<file path="config.mk">
export PLATFORM = sky130hd
export DESIGN_NAME = mmss_mac
export DESIGN_NICKNAME = d
export VERILOG_FILES = /design/src/mmss_pkg.sv /design/src/mmss_mac.sv
export SDC_FILE = /design/constraint.sdc
export NUM_CORES = 1
export LEC_CHECK = 0
export BUFFER_PORTS_ARGS = -buffer_cell sky130_fd_sc_hd__buf_2
export CORE_ASPECT_RATIO = 0.75
export CORE_MARGIN = 10
export CORE_UTILIZATION = 62
export CTS_CLUSTER_DIAMETER = 40
export DETAILED_ROUTE_END_ITERATION = 16
export HOLD_SLACK_MARGIN = 0.03
export PLACE_DENSITY = 0.87
export SYNTH_ARGS = -nofsm -noshare
export SYNTH_HDL_FRONTEND = slang
export SYNTH_SLANG_ARGS = --single-unit
</file>
<file path="constraint.sdc">
create_clock -name i_clk -period 12.01 [get_ports i_clk]
set_input_delay 0 -clock i_clk [delete_from_list [all_inputs] [get_ports i_clk]]
set_output_delay 0 -clock i_clk [all_outputs]
set_load 0.02 [all_outputs]
</file>
<file path="src/mmss_pkg.sv">
// Package: sizes, command codes and shared control types of the int8 matrix product unit
`timescale 1ns / 1ps
`default_nettype none
package mmss_pkg;

    localparam int REDUCE_DEPTH = 64;
    localparam int COLUMNS      = 1024;

    localparam int CMD_W   = 2;
    localparam int DIDX_W  = 6;
    localparam int COL_W   = 10;
    localparam int BYTE_W  = 8;
    localparam int PROD_W  = 2 * BYTE_W;
    localparam int ACC_W   = 32;

    localparam int RB_W    = (REDUCE_DEPTH > 1) ? $clog2(REDUCE_DEPTH) : 1;
    localparam int ADDR_W  = ((REDUCE_DEPTH * COLUMNS) > 1) ?
                             $clog2(REDUCE_DEPTH * COLUMNS) : 1;

    localparam int SAT_HI    = 127;
    localparam int SAT_LO    = -128;
    localparam int SHIFT_AMT = 6;

    typedef enum logic [CMD_W-1:0] {
        CMD_WR_MATRIX = 2'd0,
        CMD_WR_ROW    = 2'd1,
        CMD_COMPUTE   = 2'd2
    } t_cmd;

    typedef struct packed {
        logic valid;
        logic first;
        logic last;
    } t_mac_ctl;

endpackage
`default_nettype wire

</file>
<file path="src/mmss_mac.sv">
// Shared multiply-accumulate unit with arithmetic shift and byte saturation
`timescale 1ns / 1ps
`default_nettype none
module mmss_mac
    import mmss_pkg::*;
(
    input  wire logic                     i_clk,
    input  wire logic                     i_rst_n,
    input  wire t_mac_ctl                 i_ctl,
    input  wire logic signed [BYTE_W-1:0] i_a,
    input  wire logic signed [BYTE_W-1:0] i_b,
    output logic                          o_done,
    output logic signed [BYTE_W-1:0]      o_result
);

    t_mac_ctl                 r_ctl1;
    t_mac_ctl                 r_ctl2;
    logic signed [PROD_W-1:0] r_prod;
    logic signed [ACC_W-1:0]  r_acc;
    logic signed [ACC_W-1:0]  n_acc;
    logic signed [ACC_W-1:0]  sh;
    logic signed [BYTE_W-1:0] sat;
    logic signed [BYTE_W-1:0] r_res;
    logic                     r_done;

    always_comb begin
        n_acc = r_ctl1.first ? ACC_W'(r_prod) : r_acc + ACC_W'(r_prod);
        sh    = r_acc >>> SHIFT_AMT;
        if (sh > ACC_W'(SAT_HI)) begin
            sat = BYTE_W'(SAT_HI);
        end else if (sh < ACC_W'(SAT_LO)) begin
            sat = BYTE_W'(SAT_LO);
        end else begin
            sat = sh[BYTE_W-1:0];
        end
    end

    always_ff @(posedge i_clk) begin
        r_prod <= i_a * i_b;
        if (r_ctl1.valid) begin
            r_acc <= n_acc;
        end
        if (r_ctl2.valid && r_ctl2.last) begin
            r_res <= sat;
        end
    end

    always_ff @(posedge i_clk) begin
        if (!i_rst_n) begin
            r_ctl1 <= '0;
            r_ctl2 <= '0;
            r_done <= 1'b0;
        end else begin
            r_ctl1 <= i_ctl;
            r_ctl2 <= r_ctl1;
            r_done <= r_ctl2.valid && r_ctl2.last;
        end
    end

    assign o_done   = r_done;
    assign o_result = r_res;

endmodule
`default_nettype wire

</file>
**Word level (Yosys, flattened, before mapping)**

Cells that the tools add are included.

- Output and inout port bits: 9
- Logic and storage cells: 16
- Register bits: 62

- $mul: 1
- Mux-type cells: 2
- $add $sub $neg: 1
- Magnitude comparators: 2
- Reduce and logical (&&, ||, !) cells: 1

Operators by type and width:

| cell | count |
|---|---|
| 32-bit by 16-bit adder with 32-bit output | 1 |
| 32-bit 2-to-1 mux | 1 |
| 26-bit by 8-bit greater-than comparator with 1-bit output (second input constant) | 1 |
| 26-bit by 8-bit < comparator with 1-bit output (second input constant) | 1 |
| 8-bit by 8-bit multiplier with 16-bit output | 1 |
| 8-bit 2-to-1 mux | 1 |
| 1-bit logical AND | 1 |

**Depth between registers and ports, before layout**

Gate-level depths: netlist (run 1).

- Word-level depth: 2
- Depth in mapped cells: 19

**Worst setup path before layout (run 1)**

No wires, ideal clock.

- Path kind: input-to-reg
- Start point: input i_b[4]
- End point: register r_prod[14]
- Arrival time: 4.003 ns
- Stages on the path: 18
- Slack: 7.946 ns
- Cell sequence: and2_1 -> fa_1 -> inv_1 -> fa_1 -> inv_1 -> fa_1 -> inv_1 -> fa_1 -> inv_1 -> ha_1 -> o21ai_0 -> a21boi_0 -> o21ai_0 -> a21boi_0 -> o21ai_0 -> a21boi_0 -> or4_1 -> nand3_1

- Longest elaborated chain between the ends: 1

RTL lines:

| element | line | text |
|---|---|---|
| start: declaration | mmss_mac.sv:11 | `input wire logic signed [BYTE_W-1:0] i_b,` |
| 8-bit by 8-bit multiplier with 16-bit output | mmss_mac.sv:39 | `r_prod <= i_a * i_b;` |
| end signal: assignment | mmss_mac.sv:39 |  |
| end: declaration | mmss_mac.sv:18 | `logic signed [PROD_W-1:0] r_prod;` |

Every way passes these cells.
A chain may end at the register's enable or synchronous reset.

**Final worst setup path (run 1)**

- Start point: input i_a[0]
- End point: register r_prod[14]

- Longest elaborated chain between the ends: 1

RTL lines:

| element | line | text |
|---|---|---|
| start: declaration | mmss_mac.sv:10 | `input wire logic signed [BYTE_W-1:0] i_a,` |
| 8-bit by 8-bit multiplier with 16-bit output | mmss_mac.sv:39 |  |

Every way passes these cells.

==> results_dict.tcl, run 1 <==
set metrics [dict create \
    powerDensity_mw_per_mm2 282.4 \
    worstSetupPathType "primary input to flip-flop" \
    crit_required_ns 12.28 \
    clock_latency_ns 0.33 \
    grt_max_degree 55 \
    path_buf_inv 5 \
    synth_edf_count 40 \
    maxCapViolations 0 \
    register_area_mm2 0.001642 \
    fin_setup_tns_ns 0 \
    worst_path_most_repeated_cell "fa_1" \
    nets 844 \
    clk_pin_slew_ns 0.05 \
    cts-root-buf "clkbuf_16" \
    drtPass1Iterations 5 \
    async_reset_ff_share_pct 0 \
    area_growth_pct 9.066 \
    die_y_um 108.1 \
    final_cells 848 \
    status "complete, no violations" \
    num_antenna_cells 0 \
    synth_area_per_cell_um2 9.521 \
    yosys-top-cells-area "edfxtp_1 (19%), fa_1 (17%), ha_1 (12%), dfxtp_1 (6.9%), inv_1 (5.9%)" \
    ir_drop_mv 0.2609 \
    cp.arrival_ns 5.13 \
    reg2reg_depth 10 \
    grt_pass1_wl_um 24420 \
    critPathLaunchType "primary input" \
    post-place-cells 823 \
    ios 30 \
    path_cells "dlygate4sd3_1, buf_2, nand2b_1, fa_1, fa_1, inv_1, fa_1, inv_1, fa_1, inv_1, ha_1, o21ai_0, a21boi_0, o21ai_0, a21boi_0, o21ai_0, a21boi_0, or4_1, nand3_1" \
    initial_core_util_pct 62.86 \
    htreeDepth 3 \
    grt_pass1_vias 5153 \
    multi_input_area_mm2 0.004267 \
    numCtsBuffers 9 \
    coreArea_mm2 0.01021 \
    final_util_pct 68.55 \
    cpPeakStageDelay_ns 0.57 \
    drt_iter0_drc 434 \
    rsz0062_at_grt "no" \
    yosys_warnings 0 \
    die_w_um 137.5 \
    max_slew_margin_pct 38.86 \
    startpoint "i_a[0]" \
    yosys.area.top_type_share_pct 18.72 \
    num_rows 32 \
    final.period_utilization_pct 40.46 \
    cts_tree "yes" \
    vias 4969 \
    wire_per_inst_um 16.68 \
    port_buffers 29 \
    tightest_slew_ns 0.9158 \
    drt_wl_total_um 14150 \
    cts.sinks 62 \
    r2r_setup_slack_ns 8.46 \
    viasPerCell 5.860 \
    ys_types 67 \
    fin_skew_ns 0.007595 \
    hpwl_um 10820 \
    grt_overflow 0 \
    design_area_mm2 0.006999 \
    ys_seq_elements 62 \
    hold_viol_final 0 \
    crit_fanout 8 \
    drive_gt1_share_pct 9.831 \
    p_leak_nw 3.105 \
    antenna_left 0 \
    syn_area_mm2 0.006417 \
    cts_resized 0 \
    critPathCaptureType "flip-flop" \
    r2r-end "r_acc[31]" \
    netlist_instances 674 \
    hp-class "primary input to flip-flop" \
    finalPower_mw 1.977 \
    clk_path_buf_depth 2 \
    crit_path_end "r_prod[14]" \
    design.die.area_mm2 0.01486 \
    synth_top_area_cell "edfxtp_1" \
    fillers 730 \
    gp_congestion 0.8984 \
    drcViolationCount 0 \
    synth_flop_cell "edfxtp_1" \
    drv_slew 0 \
    cpLargestDelayFamily "adder cells" \
    fmax_mhz 205.8 \
    setup_viol 0 \
    cp.depth 19 \
    antenna_found_initial 1 \
    ys_seq_area_share_pct 25.58 \
    grt.total_usage_pct 20.15 \
    postCtsSetupBuffers 0 \
    r2r-start "r_prod[15]" \
    placed_area_mm2 0.006618 \
    min_period_ns 4.860 \
    crit_slowest_cell "fa_1" \
    synthesis.nets 811 \
]
==> metrics by stage <==
stage / worst slack (ns) / hold WS [ns]
floorplan: 7.946 / 0.1217
global placement: 7.593 / 0.2057
detailed placement: 7.435 / 0.2123
CTS: 7.211 / 0.1188
global route: 6.864 / 0.1370
finish: 7.150 / 0.1304
==> where the power goes <==
group | switching [mW] | internal [mW]
Clock | 0.0944 | 0.160
Combinational | 0.751 | 0.570
Sequential | 0.0599 | 0.342
Total | 0.905 | 1.07
==> cell type report <==
type                    count  area share (%)
clock inverters             6          0.8938
repair buffers             40           3.575
multi-input cells         493           60.96
flip-flops and latches     62           23.45
inverters                 101           5.417
well taps                 136           2.431
clock buffers              10           3.271
==> sequential cells by signal (all words and copies together), names as in the netlist <==
| signal | count |
|---|---|
| r_acc | 32 |
| r_prod | 16 |
| o_result | 8 |
| r_ctl1 | 3 |
| r_ctl2 | 2 |
| o_done | 1 |
==> how the worst min path moves through the flow <==
stage                         from         to  slack (ns)  depth (start not counted)
after floorplan            i_rst_n  r_ctl1[0]        0.12                          1
after global placement    i_ctl[2]  r_ctl1[2]        0.21                          2
after detailed placement  i_ctl[2]  r_ctl1[2]        0.21                          2
after CTS                   i_b[0]  r_prod[1]        0.12                          3
after global routing        i_b[2]  r_prod[2]        0.14                          3
final                       i_b[2]  r_prod[2]        0.13                          3
==> layout by cell type, fill, tap and decap left out, types with 10 or more instances in the layout <==
cell	instances
inv_1	101
ha_1	60
fa_1	56
and2_1	51
nand2_1	42
edfxtp_1	40
o21ai_0	39
nor2_1	36
a21oi_1	29
buf_2	29
xnor2_1	28
dfxtp_1	22
a21o_1	11
o21a_1	11
nand4_1	11
nor2b_1	10
==> cells in the mapped netlist (6+ instances only) <==
cell type	number
inv_1	101
ha_1	60
fa_1	56
and2_1	51
nand2_1	42
edfxtp_1	40
o21ai_0	39
nor2_1	36
a21oi_1	29
xnor2_1	28
dfxtp_1	22
a21o_1	11
nand4_1	11
o21a_1	11
nor2b_1	10
nand2b_1	9
xor2_1	9
a21boi_0	6
clkbuf_1	6
nand3_1	6
o31ai_1	6
==> worst min-delay path, cell delays in order <==
cell	delay, ns
buf_2	0.16
and2_1	0.16
ha_1	0.11
==> cell families after synthesis <==
group                      count (synthesis)  share of synthesized area, %
DFF                                       62                         25.58
buffers and inverters                    119                         7.935
adders and majority gates                116                         29.17
xor gates and xnor gates                  37                         5.050
AOI/OAI and AO/OA                        145                         15.52
muxes                                      6                         1.014
and+or+nand+nor                          189                         15.73
==> layer usage <==
metal	vias to the layer above	GRT usage, %	part of all wire, %
met5	-	0	0.071
met4	2	4.730	1.4
li1	2355	-	-
met3	21	5.144	6.6
met1	2434	26.01	43
met2	157	33.31	49
==> timing repair <==
item / 4_1_cts / 5_1_grt
hold buffers: 9 / 0
endpoints found under the hold margin: 7 / 0
endpoints found under the setup margin: 0 / 0
(Power assumes the default switching activity.)
==> run 2, diff against run 1 <==
- ABC_AREA: not set -> 1
- CORE_UTILIZATION: 62 -> 58
- PLACE_DENSITY: 0.87 -> 0.86
- clock period: 12.01 -> 4.3 ns (I/O delays scaled with it)
==> run 2 against run 1 <==
Synthesized area increased by 13%. Non-clock buffer count did not move. Wire length grew 20%. Clock skew is 0.0038 ns higher. Largest cell class unchanged.
==> results_dict.tcl, run 2 <==
set metrics [dict create \
    grt_max_degree 34 \
    yosys_warnings 0 \
    coreArea_mm2 0.01222 \
    drt_iter0_drc 543 \
    drcViolationCount 0 \
    grt_pass1_wl_um 29160 \
    async_reset_ff_share_pct 0 \
    fmax_mhz 243.2 \
    synthesis.nets 1195 \
    drv_slew 0 \
    gp_congestion 0.9672 \
    antenna_left 0 \
    synthAdderAreaFrac_pct 25.92 \
    synth-xor-area-share_pct 2.426 \
    crit_fanout 8 \
    hold_viol_final 0 \
    design.die.area_mm2 0.01736 \
    ys_types 38 \
    ios 30 \
    htreeDepth 3 \
    cts-root-buf "clkbuf_16" \
    hpwl_um 13760 \
    ir_drop_mv 0.4743 \
    final.period_utilization_pct 95.64 \
    cts_tree "yes" \
    grt.total_usage_pct 20.76 \
    max_flop_register "r_acc" \
    worstSetupPathType "primary input to flip-flop" \
    synth_area_per_cell_um2 6.826 \
    seqPwrFrac_pct 18.6 \
    clk_pin_slew_ns 0.06 \
    num_rows 35 \
    wire_per_inst_um 13.46 \
    placed_area_mm2 0.007488 \
    synth_most_common_cell "nand2_1" \
    final_util_pct 64.51 \
    comb_power_share_pct 69.2 \
    ys_seq_elements 62 \
    clock_latency_ns 0.35 \
    nets 1224 \
    powerDensity_mw_per_mm2 714.9 \
    switching_share_pct 51.62 \
    grt_overflow 0 \
    status "complete, no violations" \
    synth_common_cells "nand2_1 (361), inv_1 (268), ha_1 (60)" \
    synth-compound-area-share_pct 4.279 \
    cts.sinks 62 \
    mostFrequentLayoutCells "nand2_1 (361), inv_1 (268), ha_1 (59)" \
    synth_top_area_cell "nand2_1" \
    area_growth_pct 9.130 \
    yosys.area_share.simple_pct 29.26 \
    antenna_found_initial 0 \
    num_antenna_cells 0 \
    maxCapViolations 0 \
    internal_power_mw 2.726 \
    drtPass1Iterations 6 \
    numCtsBuffers 9 \
    syn_area_mm2 0.007222 \
    die_y_um 116.6 \
    yosys.area.top_type_share_pct 18.76 \
    initial_core_util_pct 59.11 \
    cpPeakStageDelay_ns 0.54 \
    min_period_ns 4.113 \
    p_sw_mw 2.908 \
    largest_reg_flops 32 \
    path_cells "dlygate4sd3_1, buf_2, or2_2, fa_1, fa_1, inv_1, fa_1, inv_1, fa_1, inv_1, ha_4, a21o_1, nand3_1, nand2_1, a21oi_2, nor2_1, nor2_1, xor2_1" \
    cp.arrival_ns 4.38 \
    grt_pass1_vias 6352 \
    final_common_cell "nand2_1" \
    tightest_slew_ns 1.005 \
    ys_seq_area_share_pct 22.73 \
    fin_setup_tns_ns 0 \
    clk_path_buf_depth 2 \
    crit_required_ns 4.57 \
    crit_slowest_cell "fa_1" \
    hp-class "primary input to flip-flop" \
    synth_flop_cell "edfxtp_1" \
    critPathLaunchType "primary input" \
    synth_top_family_by_area "simple AND/OR/NAND/NOR gates" \
    p_clk_share_pct 12.2 \
    design_area_mm2 0.007881 \
    netlist_instances 1058 \
    fin_skew_ns 0.01142 \
    setup_viol 0 \
    viasPerCell 5.082 \
    max_slew_margin_pct 32.91 \
    drt_wl_total_um 16930 \
    drive_gt1_share_pct 6.593 \
    yosys-top-cells-area "nand2_1 (19%), edfxtp_1 (17%), fa_1 (16%), inv_1 (14%), ha_1 (10%)" \
    vias 6393 \
    synth.area.mux_share_pct 0 \
    port_buffers 29 \
    synth_edf_count 40 \
    die_w_um 148.9 \
    finalPower_mw 5.635 \
    worst_path_most_repeated_cell "fa_1" \
    critPathCaptureType "flip-flop" \
    p_leak_nw 4.622 \
]
run 2: changes by cell type in the layout (fill, tap and decap cells not counted), sizes merged, moves of 21 or more:
cell / change
nand2: +328
inv: +171
and2: -53
nand3: +48
o21ai: -26
nor2: +21
run 2: power by group through the flow:
stage / logic [mW] / registers [mW] / clock network, mW
after global routing: 4.48 / 1.06 / 0.714
after CTS: 3.81 / 1.04 / 0.688
after global placement: 3.62 / 1.05 / 0
final: 3.90 / 1.05 / 0.687
after floorplan: 2.98 / 0.995 / 0
after detailed placement: 3.76 / 1.05 / 0
run 2: worst max-delay path: cells and delay by family:
family / cells / cell delay [ns]
AND/OR/NAND/NOR: 5 / 0.65
AO/OA/AOI/OAI: 2 / 0.32
buffers and inverters: 5 / 0.88
adder cells (fa/ha/maj): 5 / 2.37
XOR/XNOR: 1 / 0.15
run 2: layer usage:
metal	wire length [um]	GRT usage (%)
met5	0	0
met4	238	6.067
met3	1574	5.149
met2	7253	32.20
met1	7860	28.17
run 2: area by class of cell:
type	count	area, um^2
Inverter	271	1017
Tap cell	166	207.7
Fill cell	1054	4337
Clock buffer	9	225.2
Clock inverter	7	50.05
Multi-Input combinational cell	703	4489
Sequential cell	62	1642
Timing Repair Buffer	40	250.2
run 2: worst paths after layout:
check	from	to	slack, ns	cells past startpoint
setup / recovery	i_a[0]	r_prod[12]	0.19	18
hold / removal	i_a[1]	r_prod[1]	0.12	4
setup reg to reg	r_prod[15]	r_acc[27]	1.78	11
hold reg to reg	r_ctl1[0]	r_ctl2[0]	0.42	2
run 2: repair_timing:
action / CTS / global route
resized for setup: 0 / 3
hold buffers: 9 / 0
hold endpoints to repair: 7 / 0
endpoints found under the setup margin: 0 / 4
setup buffers: 0 / 1
run 2: cell families after synthesis:
family	Yosys count
xor+xnor	20
buf+inv	293
simple gates	511
compound gates	56
fa+ha+maj	116
flops	62
run 2: stage by stage:
step | setup slack (ns) | instances | hold WS (ns)
2_1_floorplan | 0.4541 | 1058 | 0.09345
3_3_place_gp | 0.2969 | 1232 | 0.1817
3_5_place_dp | 0.1641 | 1232 | 0.1828
4_1_cts | 0.01606 | 1257 | 0.1106
5_1_grt | -0.03775 | 1258 | 0.1371
6_report | 0.1874 | 1258 | 0.1227
==> run 3, diff against run 2 <==
- ABC_AREA: 1 -> not set
- CORE_UTILIZATION: 58 -> 57
- PLACE_DENSITY: 0.86 -> 0.85
==> run 3 against run 2 <==
Critical path depth is 2 higher. Count of clock-buffer cells in the layout is 1 higher. First-iteration DRC count is 1.7% higher. Cell count is 30% lower. Combinational power is 3% lower. Global-route usage is 2.2 points lower. Utilization is 0.94 points higher. Sequential cell count stayed put. Largest cell class unchanged. Wire length is 14% lower. Fmax is 0.92% higher. Design area is 8.8% lower. Clock skew is 0.0055 ns lower.
==> results_dict.tcl, run 3 (synthesis gave the netlist of run 1 again) <==
set metrics [dict create \
    clk_path_buf_depth 2 \
    critPathCaptureType "flip-flop" \
    p_leak_nw 3.234 \
    internal_power_mw 3.072 \
    cp.arrival_ns 4.34 \
    crit_fanout 3 \
    largest_reg_flops 32 \
    num_antenna_cells 0 \
    drive_gt1_share_pct 13.33 \
    postCtsSetupBuffers 0 \
    max_flop_register "r_acc" \
    maxCapViolations 0 \
    p_sw_mw 2.552 \
    fillers 826 \
    fin_skew_ns 0.005871 \
    switching_share_pct 45.38 \
    port_buffers 29 \
    viasPerCell 5.931 \
    num_rows 33 \
    tightest_slew_ns 0.9136 \
    rsz0062_at_grt "no" \
    design.die.area_mm2 0.01595 \
    antenna_found_initial 0 \
    drtPass1Iterations 8 \
    status "complete, no violations" \
    ir_drop_mv 0.5807 \
    ios 30 \
    hp-class "primary input to flip-flop" \
    htreeDepth 3 \
    final_common_cell "inv_1" \
    drt_iter0_drc 552 \
    numCtsBuffers 9 \
    cpLargestDelayFamily "adder cells" \
    fmax_mhz 245.4 \
    cpPeakStageDelay_ns 0.54 \
    mostFrequentLayoutCells "inv_1 (101), ha_1 (60), fa_1 (56)" \
    antenna_left 0 \
    die_y_um 111.9 \
    path_cells "buf_2, and2_1, fa_1, inv_1, fa_1, inv_1, fa_1, inv_1, fa_1, inv_1, ha_1, buf_4, inv_1, o21ai_0, a21oi_1, nand2b_1, a21boi_0, o31a_1, o41ai_2, xnor2_1" \
    vias 5190 \
    clk_pin_slew_ns 0.05 \
    initial_core_util_pct 58.43 \
    clock_latency_ns 0.33 \
    area_growth_pct 12.01 \
    drcViolationCount 0 \
    coreArea_mm2 0.01098 \
    final.period_utilization_pct 94.77 \
    die_w_um 142.5 \
    wire_per_inst_um 16.62 \
    path_buf_inv 7 \
    worst_path_most_repeated_cell "inv_1" \
    min_period_ns 4.075 \
    comb_power_share_pct 67.1 \
    drt_wl_total_um 14540 \
    whs_ns 0.06828 \
    cts-root-buf "clkbuf_16" \
    cts.sinks 62 \
    hpwl_um 11290 \
    hold_viol_final 0 \
    crit_required_ns 4.56 \
    setup_viol 0 \
    final_cells 875 \
    grt_pass1_vias 5182 \
    grt_pass1_wl_um 24410 \
    max_slew_margin_pct 39.01 \
    grt.total_usage_pct 18.60 \
    drv_slew 0 \
    grt_overflow 0 \
    crit_slowest_cell "fa_1" \
    post-place-cells 852 \
    seqPwrFrac_pct 20.1 \
    powerDensity_mw_per_mm2 782.4 \
    critPathLaunchType "primary input" \
    nets 867 \
    cts_tree "yes" \
    grt_max_degree 55 \
    gp_congestion 0.9323 \
    worstSetupPathType "primary input to flip-flop" \
    p_clk_share_pct 12.8 \
]
-- run 3: layout make-up --
class / instances / area, um^2 / area share [%]
multi-input combinational: 493 / 4274 / 59.46
tap: 140 / 175.2 / 2.437
clock inverter: 6 / 61.31 / 0.8529
timing repair buffer: 63 / 417.9 / 5.814
inverter: 101 / 379.1 / 5.274
clock buffer: 10 / 239.0 / 3.325
sequential: 62 / 1642 / 22.84
-- run 3: power groups by stage --
stage | Combinational, mW | Clock, mW | Sequential (mW)
finish | 3.77 | 0.720 | 1.13
global route | 4.20 | 0.753 | 1.14
CTS | 3.70 | 0.725 | 1.12
detailed placement | 3.64 | 0 | 1.13
global placement | 3.46 | 0 | 1.12
floorplan | 2.96 | 0 | 1.07
-- run 3: path summary, 6_finish.rpt --
path,start,depth (start not counted),end,slack (ns)
hold / removal,i_a[0],3,r_prod[0],0.07
setup reg to reg,r_prod[15],10,r_acc[31],0.82
hold reg to reg,r_ctl1[0],1,r_ctl2[0],0.45
setup / recovery,i_b[4],20,r_prod[15],0.22
-- run 3: timing repair --
item / CTS / global route
hold buffers: 7 / 0
setup endpoints to repair: 0 / 3
hold endpoints to repair: 6 / 0
resized for setup: 0 / 3
-- run 3: worst min-delay path: cells and delay by family --
| kind | cells | cell delay [ns] |
|---|---|---|
| buf+inv | 2 | 0.23 |
| simple gates | 1 | 0.13 |
-- run 3: metal layers --
metal	GRT usage, %	part of all wire [%]	up-vias
li1	-	-	2412
met1	24.17	43	2543
met2	30.66	48	212
met3	4.501	8.3	23
met4	4.184	1.3	0
met5	0	0	-
-- run 3: per-stage QoR --
stage / area [um^2] / TNS (ns) / utilization (%) / power, mW / setup slack (ns)
2_1_floorplan: 6417 / 0 / - / 4.025 / 0.2356
3_3_place_gp: 6810 / -0.03853 / 62.01 / 4.581 / -0.03412
3_5_place_dp: 6810 / -0.4167 / 62.01 / 4.762 / -0.2161
4_1_cts: 7181 / 0 / 65.38 / 5.546 / 0.1152
5_1_grt: 7188 / 0 / 65.45 / 6.097 / 0.009523
6_report: 7188 / 0 / 65.45 / 5.624 / 0.2249
